--- src/sv/tsa_pkg.sv ---
// Shared types and constants for the tanh/sigmoid activation pipeline.
`default_nettype none
package tsa_pkg;

   localparam int SAMPLE_W        = 16;
   localparam int OUT_W           = 16;
   localparam int T_W             = 17;
   localparam int U_W             = 13;
   localparam int U2_W            = 26;
   localparam int SUM_W           = 27;
   localparam int NUM_W           = 40;
   localparam int DEN_W           = 29;
   localparam int DVD_W           = 44;
   localparam int DSR_W           = 30;
   localparam int QUO_W           = 15;
   localparam int STEPS_PER_STAGE = 3;
   localparam int DIV_STAGES      = QUO_W / STEPS_PER_STAGE;

   localparam logic KIND_TANH    = 1'b0;
   localparam logic KIND_SIGMOID = 1'b1;

   localparam logic signed [T_W-1:0] T_MAX = 17'sd6144;
   localparam logic signed [T_W-1:0] T_MIN = -17'sd6144;

   localparam logic [DEN_W-1:0] FIFTEEN_Q22 = 29'd62914560;
   localparam logic [DSR_W-1:0] DSR_MIN     = 30'd125829120;

   localparam logic [QUO_W-1:0] TANH_FULL = 15'd16384;
   localparam logic [QUO_W-1:0] SIG_FULL  = 15'd8192;
   localparam logic [OUT_W-1:0] SIG_MID   = 16'd8192;
   localparam logic signed [OUT_W-1:0] OUT_HI = 16'sd16384;
   localparam logic signed [OUT_W-1:0] OUT_LO = -16'sd16384;

   typedef struct packed {
      logic [DSR_W-1:0] rem;
      logic [QUO_W-1:0] dvd_lo;
      logic [QUO_W-1:0] quo;
      logic [DSR_W-1:0] dsr;
      logic             neg;
      logic             kind;
   } div_item_type;

endpackage
`default_nettype wire

--- src/sv/tsa_front.sv ---
// Front end: clamp, squaring, numerator and denominator, dividend setup.
`default_nettype none
module tsa_front (
   input  wire logic                                 clock,
   input  wire logic                                 reset,
   input  wire logic                                 en,
   input  wire logic                                 in_valid,
   input  wire logic signed [tsa_pkg::SAMPLE_W-1:0]  sample,
   input  wire logic                                 kind,
   output logic                                      out_valid,
   output tsa_pkg::div_item_type                     out_item
);

   logic                           s0_valid_ff;
   logic [tsa_pkg::U_W-1:0]        s0_u_ff, s0_u_in;
   logic                           s0_neg_ff, s0_neg_in;
   logic                           s0_kind_ff;

   logic                           s1_valid_ff;
   logic [tsa_pkg::U_W-1:0]        s1_u_ff;
   logic [tsa_pkg::U2_W-1:0]       s1_u2_ff, s1_u2_in;
   logic                           s1_neg_ff;
   logic                           s1_kind_ff;

   logic                           s2_valid_ff;
   logic [tsa_pkg::NUM_W-1:0]      s2_num_ff, s2_num_in;
   logic [tsa_pkg::DEN_W-1:0]      s2_den_ff, s2_den_in;
   logic                           s2_neg_ff;
   logic                           s2_kind_ff;

   logic                           s3_valid_ff;
   tsa_pkg::div_item_type          s3_item_ff, s3_item_in;

   logic signed [tsa_pkg::T_W-1:0] t_raw;
   logic signed [tsa_pkg::T_W-1:0] t_clamp;
   logic [tsa_pkg::T_W-1:0]        t_mag;
   logic [tsa_pkg::SUM_W-1:0]      u2_sum;
   logic [tsa_pkg::DVD_W-1:0]      dvd;

   always_comb begin
      if (kind == tsa_pkg::KIND_SIGMOID) begin
         t_raw = {sample[tsa_pkg::SAMPLE_W-1], sample};
      end else begin
         t_raw = {sample, 1'b0};
      end
      if (t_raw > tsa_pkg::T_MAX) begin
         t_clamp = tsa_pkg::T_MAX;
      end else if (t_raw < tsa_pkg::T_MIN) begin
         t_clamp = tsa_pkg::T_MIN;
      end else begin
         t_clamp = t_raw;
      end
      s0_neg_in = t_clamp[tsa_pkg::T_W-1];
      t_mag     = s0_neg_in ? 17'(-t_clamp) : 17'(t_clamp);
      s0_u_in   = t_mag[tsa_pkg::U_W-1:0];
   end

   assign s1_u2_in = tsa_pkg::U2_W'(s0_u_ff * s0_u_ff);

   always_comb begin
      u2_sum    = tsa_pkg::SUM_W'(s1_u2_ff) + tsa_pkg::SUM_W'(tsa_pkg::FIFTEEN_Q22);
      s2_num_in = tsa_pkg::NUM_W'(s1_u_ff) * tsa_pkg::NUM_W'(u2_sum);
      s2_den_in = {s1_u2_ff, 2'b00} + {1'b0, s1_u2_ff, 1'b0} + tsa_pkg::FIFTEEN_Q22;
   end

   // dividend = 2*num*2^(S-11) + den, divisor = 2*den
   always_comb begin
      if (s2_kind_ff == tsa_pkg::KIND_SIGMOID) begin
         dvd = {1'b0, s2_num_ff, 3'b000} + tsa_pkg::DVD_W'(s2_den_ff);
      end else begin
         dvd = {s2_num_ff, 4'b0000} + tsa_pkg::DVD_W'(s2_den_ff);
      end
      s3_item_in.rem    = {1'b0, dvd[tsa_pkg::DVD_W-1:tsa_pkg::QUO_W]};
      s3_item_in.dvd_lo = dvd[tsa_pkg::QUO_W-1:0];
      s3_item_in.quo    = '0;
      s3_item_in.dsr    = {s2_den_ff, 1'b0};
      s3_item_in.neg    = s2_neg_ff;
      s3_item_in.kind   = s2_kind_ff;
   end

   always_ff @(posedge clock) begin
      if (reset) begin
         s0_valid_ff <= 1'b0;
         s1_valid_ff <= 1'b0;
         s2_valid_ff <= 1'b0;
         s3_valid_ff <= 1'b0;
      end else if (en) begin
         s0_valid_ff <= in_valid;
         s1_valid_ff <= s0_valid_ff;
         s2_valid_ff <= s1_valid_ff;
         s3_valid_ff <= s2_valid_ff;
      end
   end

   always_ff @(posedge clock) begin
      if (en) begin
         s0_u_ff    <= s0_u_in;
         s0_neg_ff  <= s0_neg_in;
         s0_kind_ff <= kind;
         s1_u_ff    <= s0_u_ff;
         s1_u2_ff   <= s1_u2_in;
         s1_neg_ff  <= s0_neg_ff;
         s1_kind_ff <= s0_kind_ff;
         s2_num_ff  <= s2_num_in;
         s2_den_ff  <= s2_den_in;
         s2_neg_ff  <= s1_neg_ff;
         s2_kind_ff <= s1_kind_ff;
         s3_item_ff <= s3_item_in;
      end
   end

   assign out_valid = s3_valid_ff;
   assign out_item  = s3_item_ff;

`ifndef SYNTH
   a_divisor_floor: assert property (@(posedge clock) disable iff (reset)
      s3_valid_ff |-> s3_item_ff.dsr >= tsa_pkg::DSR_MIN)
      else $error("divisor below its floor");
   a_dividend_fits: assert property (@(posedge clock) disable iff (reset)
      s3_valid_ff |-> s3_item_ff.rem < s3_item_ff.dsr)
      else $error("quotient would overflow its width");
   a_sign_pos_zero: assert property (@(posedge clock) disable iff (reset)
      s1_valid_ff && s1_u_ff == '0 |-> !s1_neg_ff)
      else $error("zero magnitude marked negative");
`endif
endmodule
`default_nettype wire

--- src/sv/tsa_div_stage.sv ---
// One stage of the restoring divider: a few quotient bits per stage.
`default_nettype none
module tsa_div_stage (
   input  wire logic                   clock,
   input  wire logic                   reset,
   input  wire logic                   en,
   input  wire logic                   in_valid,
   input  wire tsa_pkg::div_item_type  in_item,
   output logic                        out_valid,
   output tsa_pkg::div_item_type       out_item
);

   logic                           valid_ff;
   tsa_pkg::div_item_type          item_ff, item_in;
   logic [tsa_pkg::DSR_W:0]        trial;
   logic                           qbit;

   always_comb begin
      item_in = in_item;
      trial   = '0;
      qbit    = 1'b0;
      for (int i = 0; i < tsa_pkg::STEPS_PER_STAGE; i++) begin
         trial          = {item_in.rem, item_in.dvd_lo[tsa_pkg::QUO_W-1]};
         item_in.dvd_lo = {item_in.dvd_lo[tsa_pkg::QUO_W-2:0], 1'b0};
         qbit           = (trial >= {1'b0, item_in.dsr});
         if (qbit) begin
            trial = trial - {1'b0, item_in.dsr};
         end
         item_in.rem = trial[tsa_pkg::DSR_W-1:0];
         item_in.quo = {item_in.quo[tsa_pkg::QUO_W-2:0], qbit};
      end
   end

   always_ff @(posedge clock) begin
      if (reset) begin
         valid_ff <= 1'b0;
      end else if (en) begin
         valid_ff <= in_valid;
      end
   end

   always_ff @(posedge clock) begin
      if (en) begin
         item_ff <= item_in;
      end
   end

   assign out_valid = valid_ff;
   assign out_item  = item_ff;

`ifndef SYNTH
   a_rem_below_dsr: assert property (@(posedge clock) disable iff (reset)
      valid_ff |-> item_ff.rem < item_ff.dsr)
      else $error("partial remainder not below divisor");
   a_dsr_carried: assert property (@(posedge clock) disable iff (reset)
      en && in_valid |=> item_ff.dsr == $past(in_item.dsr))
      else $error("divisor changed across stage");
   a_hold_on_stall: assert property (@(posedge clock) disable iff (reset)
      !en |=> valid_ff == $past(valid_ff) && item_ff == $past(item_ff))
      else $error("stage moved while stalled");
`endif
endmodule
`default_nettype wire

--- src/sv/tanh_sigmoid_activation_top.sv ---
// Top level of the Pade (3,2) tanh / sigmoid activation pipeline.
// Takes one Q5.10 sample per cycle and returns tanh (or sigmoid) in Q1.14,
// one transaction per cycle sustained while the output is not stalled, passing
// from the accepting edge to rsp_valid via ten registers: four front stages (clamp, square,
// numerator/denominator, dividend setup), five divider stages at three
// quotient bits each, and the output register. The rounded divide is what
// sets the depth. A stalled output halts the whole pipeline; req_stall is
// high only while rsp_valid and rsp_stall are both high. csr_write_data
// selects the mode (0 tanh, 1 sigmoid); write it only while the pipeline is empty.
`default_nettype none
module tanh_sigmoid_activation_top (
   input  wire logic                                clock,
   input  wire logic                                reset,
   input  wire logic                                csr_write_enable,
   input  wire logic                                csr_write_data,
   input  wire logic                                req_valid,
   output logic                                     req_stall,
   input  wire logic signed [tsa_pkg::SAMPLE_W-1:0] req_sample_in,
   output logic                                     rsp_valid,
   input  wire logic                                rsp_stall,
   output logic signed [tsa_pkg::OUT_W-1:0]         rsp_activation_out
);

   logic                        csr_kind_ff;
   logic                        en;
   logic                        div_valid [0:tsa_pkg::DIV_STAGES];
   tsa_pkg::div_item_type       div_item  [0:tsa_pkg::DIV_STAGES];
   logic                        rsp_valid_ff;
   logic [tsa_pkg::OUT_W-1:0]   rsp_data_ff, rsp_data_in;
   tsa_pkg::div_item_type       last;
   logic [tsa_pkg::QUO_W-1:0]   lim;
   logic [tsa_pkg::QUO_W-1:0]   mag;

   always_ff @(posedge clock) begin
      if (reset) begin
         csr_kind_ff <= tsa_pkg::KIND_TANH;
      end else if (csr_write_enable) begin
         csr_kind_ff <= csr_write_data;
      end
   end

   assign en        = !(rsp_valid_ff && rsp_stall);
   assign req_stall = !en;

   tsa_front u_front (
      .clock     (clock),
      .reset     (reset),
      .en        (en),
      .in_valid  (req_valid),
      .sample    (req_sample_in),
      .kind      (csr_kind_ff),
      .out_valid (div_valid[0]),
      .out_item  (div_item[0])
   );

   for (genvar g = 0; g < tsa_pkg::DIV_STAGES; g++) begin : g_div
      tsa_div_stage u_stage (
         .clock     (clock),
         .reset     (reset),
         .en        (en),
         .in_valid  (div_valid[g]),
         .in_item   (div_item[g]),
         .out_valid (div_valid[g+1]),
         .out_item  (div_item[g+1])
      );
   end

   assign last = div_item[tsa_pkg::DIV_STAGES];

   always_comb begin
      lim = (last.kind == tsa_pkg::KIND_SIGMOID) ? tsa_pkg::SIG_FULL : tsa_pkg::TANH_FULL;
      mag = (last.quo > lim) ? lim : last.quo;
      if (last.kind == tsa_pkg::KIND_SIGMOID) begin
         rsp_data_in = last.neg ? tsa_pkg::SIG_MID - {1'b0, mag}
                                : tsa_pkg::SIG_MID + {1'b0, mag};
      end else begin
         rsp_data_in = last.neg ? 16'(-{1'b0, mag}) : {1'b0, mag};
      end
   end

   always_ff @(posedge clock) begin
      if (reset) begin
         rsp_valid_ff <= 1'b0;
      end else if (en) begin
         rsp_valid_ff <= div_valid[tsa_pkg::DIV_STAGES];
      end
   end

   always_ff @(posedge clock) begin
      if (en) begin
         rsp_data_ff <= rsp_data_in;
      end
   end

   assign rsp_valid          = rsp_valid_ff;
   assign rsp_activation_out = rsp_data_ff;

`ifndef SYNTH
   a_out_range: assert property (@(posedge clock) disable iff (reset)
      rsp_valid_ff |-> rsp_activation_out >= tsa_pkg::OUT_LO
                    && rsp_activation_out <= tsa_pkg::OUT_HI)
      else $error("activation outside +-1");
   a_quo_bound: assert property (@(posedge clock) disable iff (reset)
      div_valid[tsa_pkg::DIV_STAGES] |-> last.quo < 15'd17200)
      else $error("quotient beyond approximant bound");
   a_stall_only_full: assert property (@(posedge clock) disable iff (reset)
      req_stall |-> rsp_valid_ff)
      else $error("input stalled with empty output");
`endif
endmodule
`default_nettype wire
--- config.mk ---
export PLATFORM = sky130hd
export DESIGN_NAME = tanh_sigmoid_activation_top
export DESIGN_NICKNAME = d
export VERILOG_FILES = /design/src/sv/tsa_pkg.sv /design/src/sv/tsa_front.sv /design/src/sv/tsa_div_stage.sv /design/src/sv/tanh_sigmoid_activation_top.sv
export SDC_FILE = /design/constraint.sdc
export NUM_CORES = 2
export LEC_CHECK = 0
export BUFFER_PORTS_ARGS = -buffer_cell sky130_fd_sc_hd__buf_2
export CAP_MARGIN = 20
export CORE_MARGIN = 2
export CORE_UTILIZATION = 30
export DETAILED_ROUTE_END_ITERATION = 7
export PLACE_DENSITY = 0.53
export REMOVE_ABC_BUFFERS = 1
export SYNTH_ARGS = -nofsm -noshare
export SYNTH_HDL_FRONTEND = slang
export SYNTH_SLANG_ARGS = --single-unit
--- constraint.sdc ---
create_clock -name clock -period 37.1 [get_ports clock]
set_clock_uncertainty 0.05 [all_clocks]
set_input_delay 11.13 -clock clock [delete_from_list [all_inputs] [get_ports clock]]
set_output_delay 11.13 -clock clock [all_outputs]
set_load 0.02 [all_outputs]
==> reports/metrics.cfg <==
[status]
status=completed

[die]
die_h_um=456.8
die_area_um2=208700
die_w_um=456.8
start_util=0.3013
ioPinCount=40
coreArea_um2=204200
num_rows=166

[synth]
synth_area_um2=61510
async_flop_share=0
syn_inst=6880
yosys.cell_types.count=91
synth-edff-count=509
ys.flop_type=edfxtp_1
ys_seq_area_frac=0.2521
ys_warn_count=0
ys_ff_latch=520
avgSynthCellArea_um2=8.941

[worst_hold_path]
hp-start=u_front.out_item[58]
hold_class=reg2reg

[final_layout]
layout_commonest_cell=nand2_1
syn2layout_area_growth_pct=8.319
drive_gt1_frac=0.05229
n_fill_cell=21150
layout_common_cells=nand2_1, inv_1, ha_1
final_nets=7866

[sta]
fin_crit_sh=0.6308
timing.fmax_mhz=42.73
final.setup.tns_ns=0
relSlewSlack=0.2608
report.final.slew_viol_count=0
tightestPinTransition_ns=1.081
period_minus_slack_ns=23.40
hold_viol=0
setup_viol=0
rsz0062_at_grt=false

[clock_network]
post-cts-setup-buffers=0
htreeDepth=2
ctsHoldBuffers=0
ctsResizeCount=0
clk_latency_ns=0.68
clk_pin_slew_ns=0.06
cts.path.max_buffers=3
cts-root-buf=clkbuf_16
cts_tree=done
clock_sinks=520
cts_made_buffers=58

[route]
vias=48910
drt_wl_total_um=169800
drc=0
drtIter0Drc=3386
viasPerCell=5.129
wl_per_cell_um=17.81
ant_nets=0
first_pass_iters=6

[placed_design]
port_buffers=39
gp_congestion=0.8900
hpwlAfterDp_um=136300

[setup_path]
worstPathMaxFanout=42
arrival_ns=12.22
cp-start-kind=input pin
crit_path_end_kind=primary output
criticalPathCategory=in2out
startpoint=rsp_stall
critical_path_required_ns=25.92
crit-reg2reg-launch=u_front.out_item[49]

[grt]
track_usage=0.1600
grt_max_degree=165
gr-usage-met3=0.01727
globalRouteOverflowTotal=0
grtUsageMet2=0.2748
grt-busiest-layer=met2
grt_use_met1=0.2114
grt_pass1_wl_um=268400
grt_pass1_vias=48350
antenna_found_initial=2

[run]
maxCapViolCount=0

-- routing by layer --
metal,share of wire,up-vias
met4,0.029,0
met5,0,-
met3,0.042,222
met2,0.48,1018
met1,0.45,23690
li1,-,23980
-- worst max-delay path, stage by stage --
cell and delay [ns]:
buf_2 0.11, nand2_4 0.42, inv_1 0.31, buf_2 0.24
-- state kept, by name (all words and copies together) (netlist names), 5 cells and up --
| name | flops |
|---|---|
| g_div.u_stage.out_valid | 5 |
| u_front.out_item | 70 |
| u_front.s1_u2_ff | 25 |
| u_front.s1_u_ff | 12 |
| u_front.s0_u_ff | 13 |
| g_div.u_stage.out_item | 301 |
| rsp_activation_out | 16 |
| u_front.s2_den_ff | 27 |
| u_front.s2_num_ff | 39 |
-- per-stage QoR --
stage / hold WS (ns) / utilization / instance area (µm²) / instances / setup slack (ns)
floorplan: 0.3503 / - / 60590 / 6652 / 0.7628
global placement: 0.3510 / 0.3160 / 64520 / 9423 / 13.68
detailed placement: 0.3545 / 0.3160 / 64520 / 9423 / 13.63
CTS: 0.3390 / 0.3262 / 66600 / 9533 / 13.63
global route: 0.3727 / 0.3264 / 66630 / 9535 / 13.54
finish: 0.3414 / 0.3264 / 66630 / 9535 / 13.70
-- area by class of cell --
type / instances / area (µm²) / area share
Antenna cell: 1 / 2.502 / 0.00003756
Clock buffer: 64 / 1495 / 0.02244
Clock inverter: 46 / 586.8 / 0.008807
Inverter: 697 / 2619 / 0.03930
Multi-Input combinational cell: 5435 / 42490 / 0.6378
Sequential cell: 520 / 15500 / 0.2327
Tap cell: 2688 / 3363 / 0.05048
Timing Repair Buffer: 84 / 565.5 / 0.008488
-- worst paths after layout --
path,to,slack (ns),depth (start not counted)
max,req_stall,13.70,4
min,g_div[0].u_stage.out_item[61],0.34,0
min reg2reg,g_div[0].u_stage.out_item[61],0.34,0
max reg2reg,g_div[0].u_stage.out_item[87],25.34,39
-- kinds of logic after synthesis --
kind of cell / Yosys count / synth area share
flip-flops: 520 / 0.2521
buffers and inverters: 925 / 0.05752
adder cells (fa/ha/maj): 1048 / 0.2575
AND/OR/NAND/NOR: 1959 / 0.1519
XOR/XNOR: 508 / 0.07245
AO/OA/AOI/OAI: 1777 / 0.1827
multiplexers: 143 / 0.02595
-- cells in the mapped netlist, types with 32 or more instances --
library cell  number  share of area
edfxtp_1         509           0.25
o21ai_0          383          0.031
o31ai_1           38         0.0046
a21oi_1          566          0.046
nor2_1           399          0.024
and2_1           189          0.019
nand4_1           70         0.0071
a21boi_0          32         0.0039
fa_1             363           0.12
or3_1             32         0.0033
nor2b_1           91         0.0093
xnor2_1          329          0.047
nor3_1            72         0.0059
o21bai_1          99          0.012
clkbuf_1         194          0.012
a21o_1           276          0.034
nand2b_1          97         0.0099
nand2_1          726          0.044
nand3_1          122         0.0099
inv_1            691          0.042
a31oi_1           42         0.0043
mux2_2           110          0.020
and3_1            54         0.0055
xor2_1           178          0.025
ha_1             685           0.14
o21a_1            69         0.0084
Power is not shown: default switching activity piles up to over one toggle a cycle in this logic, so the estimate is an artifact.
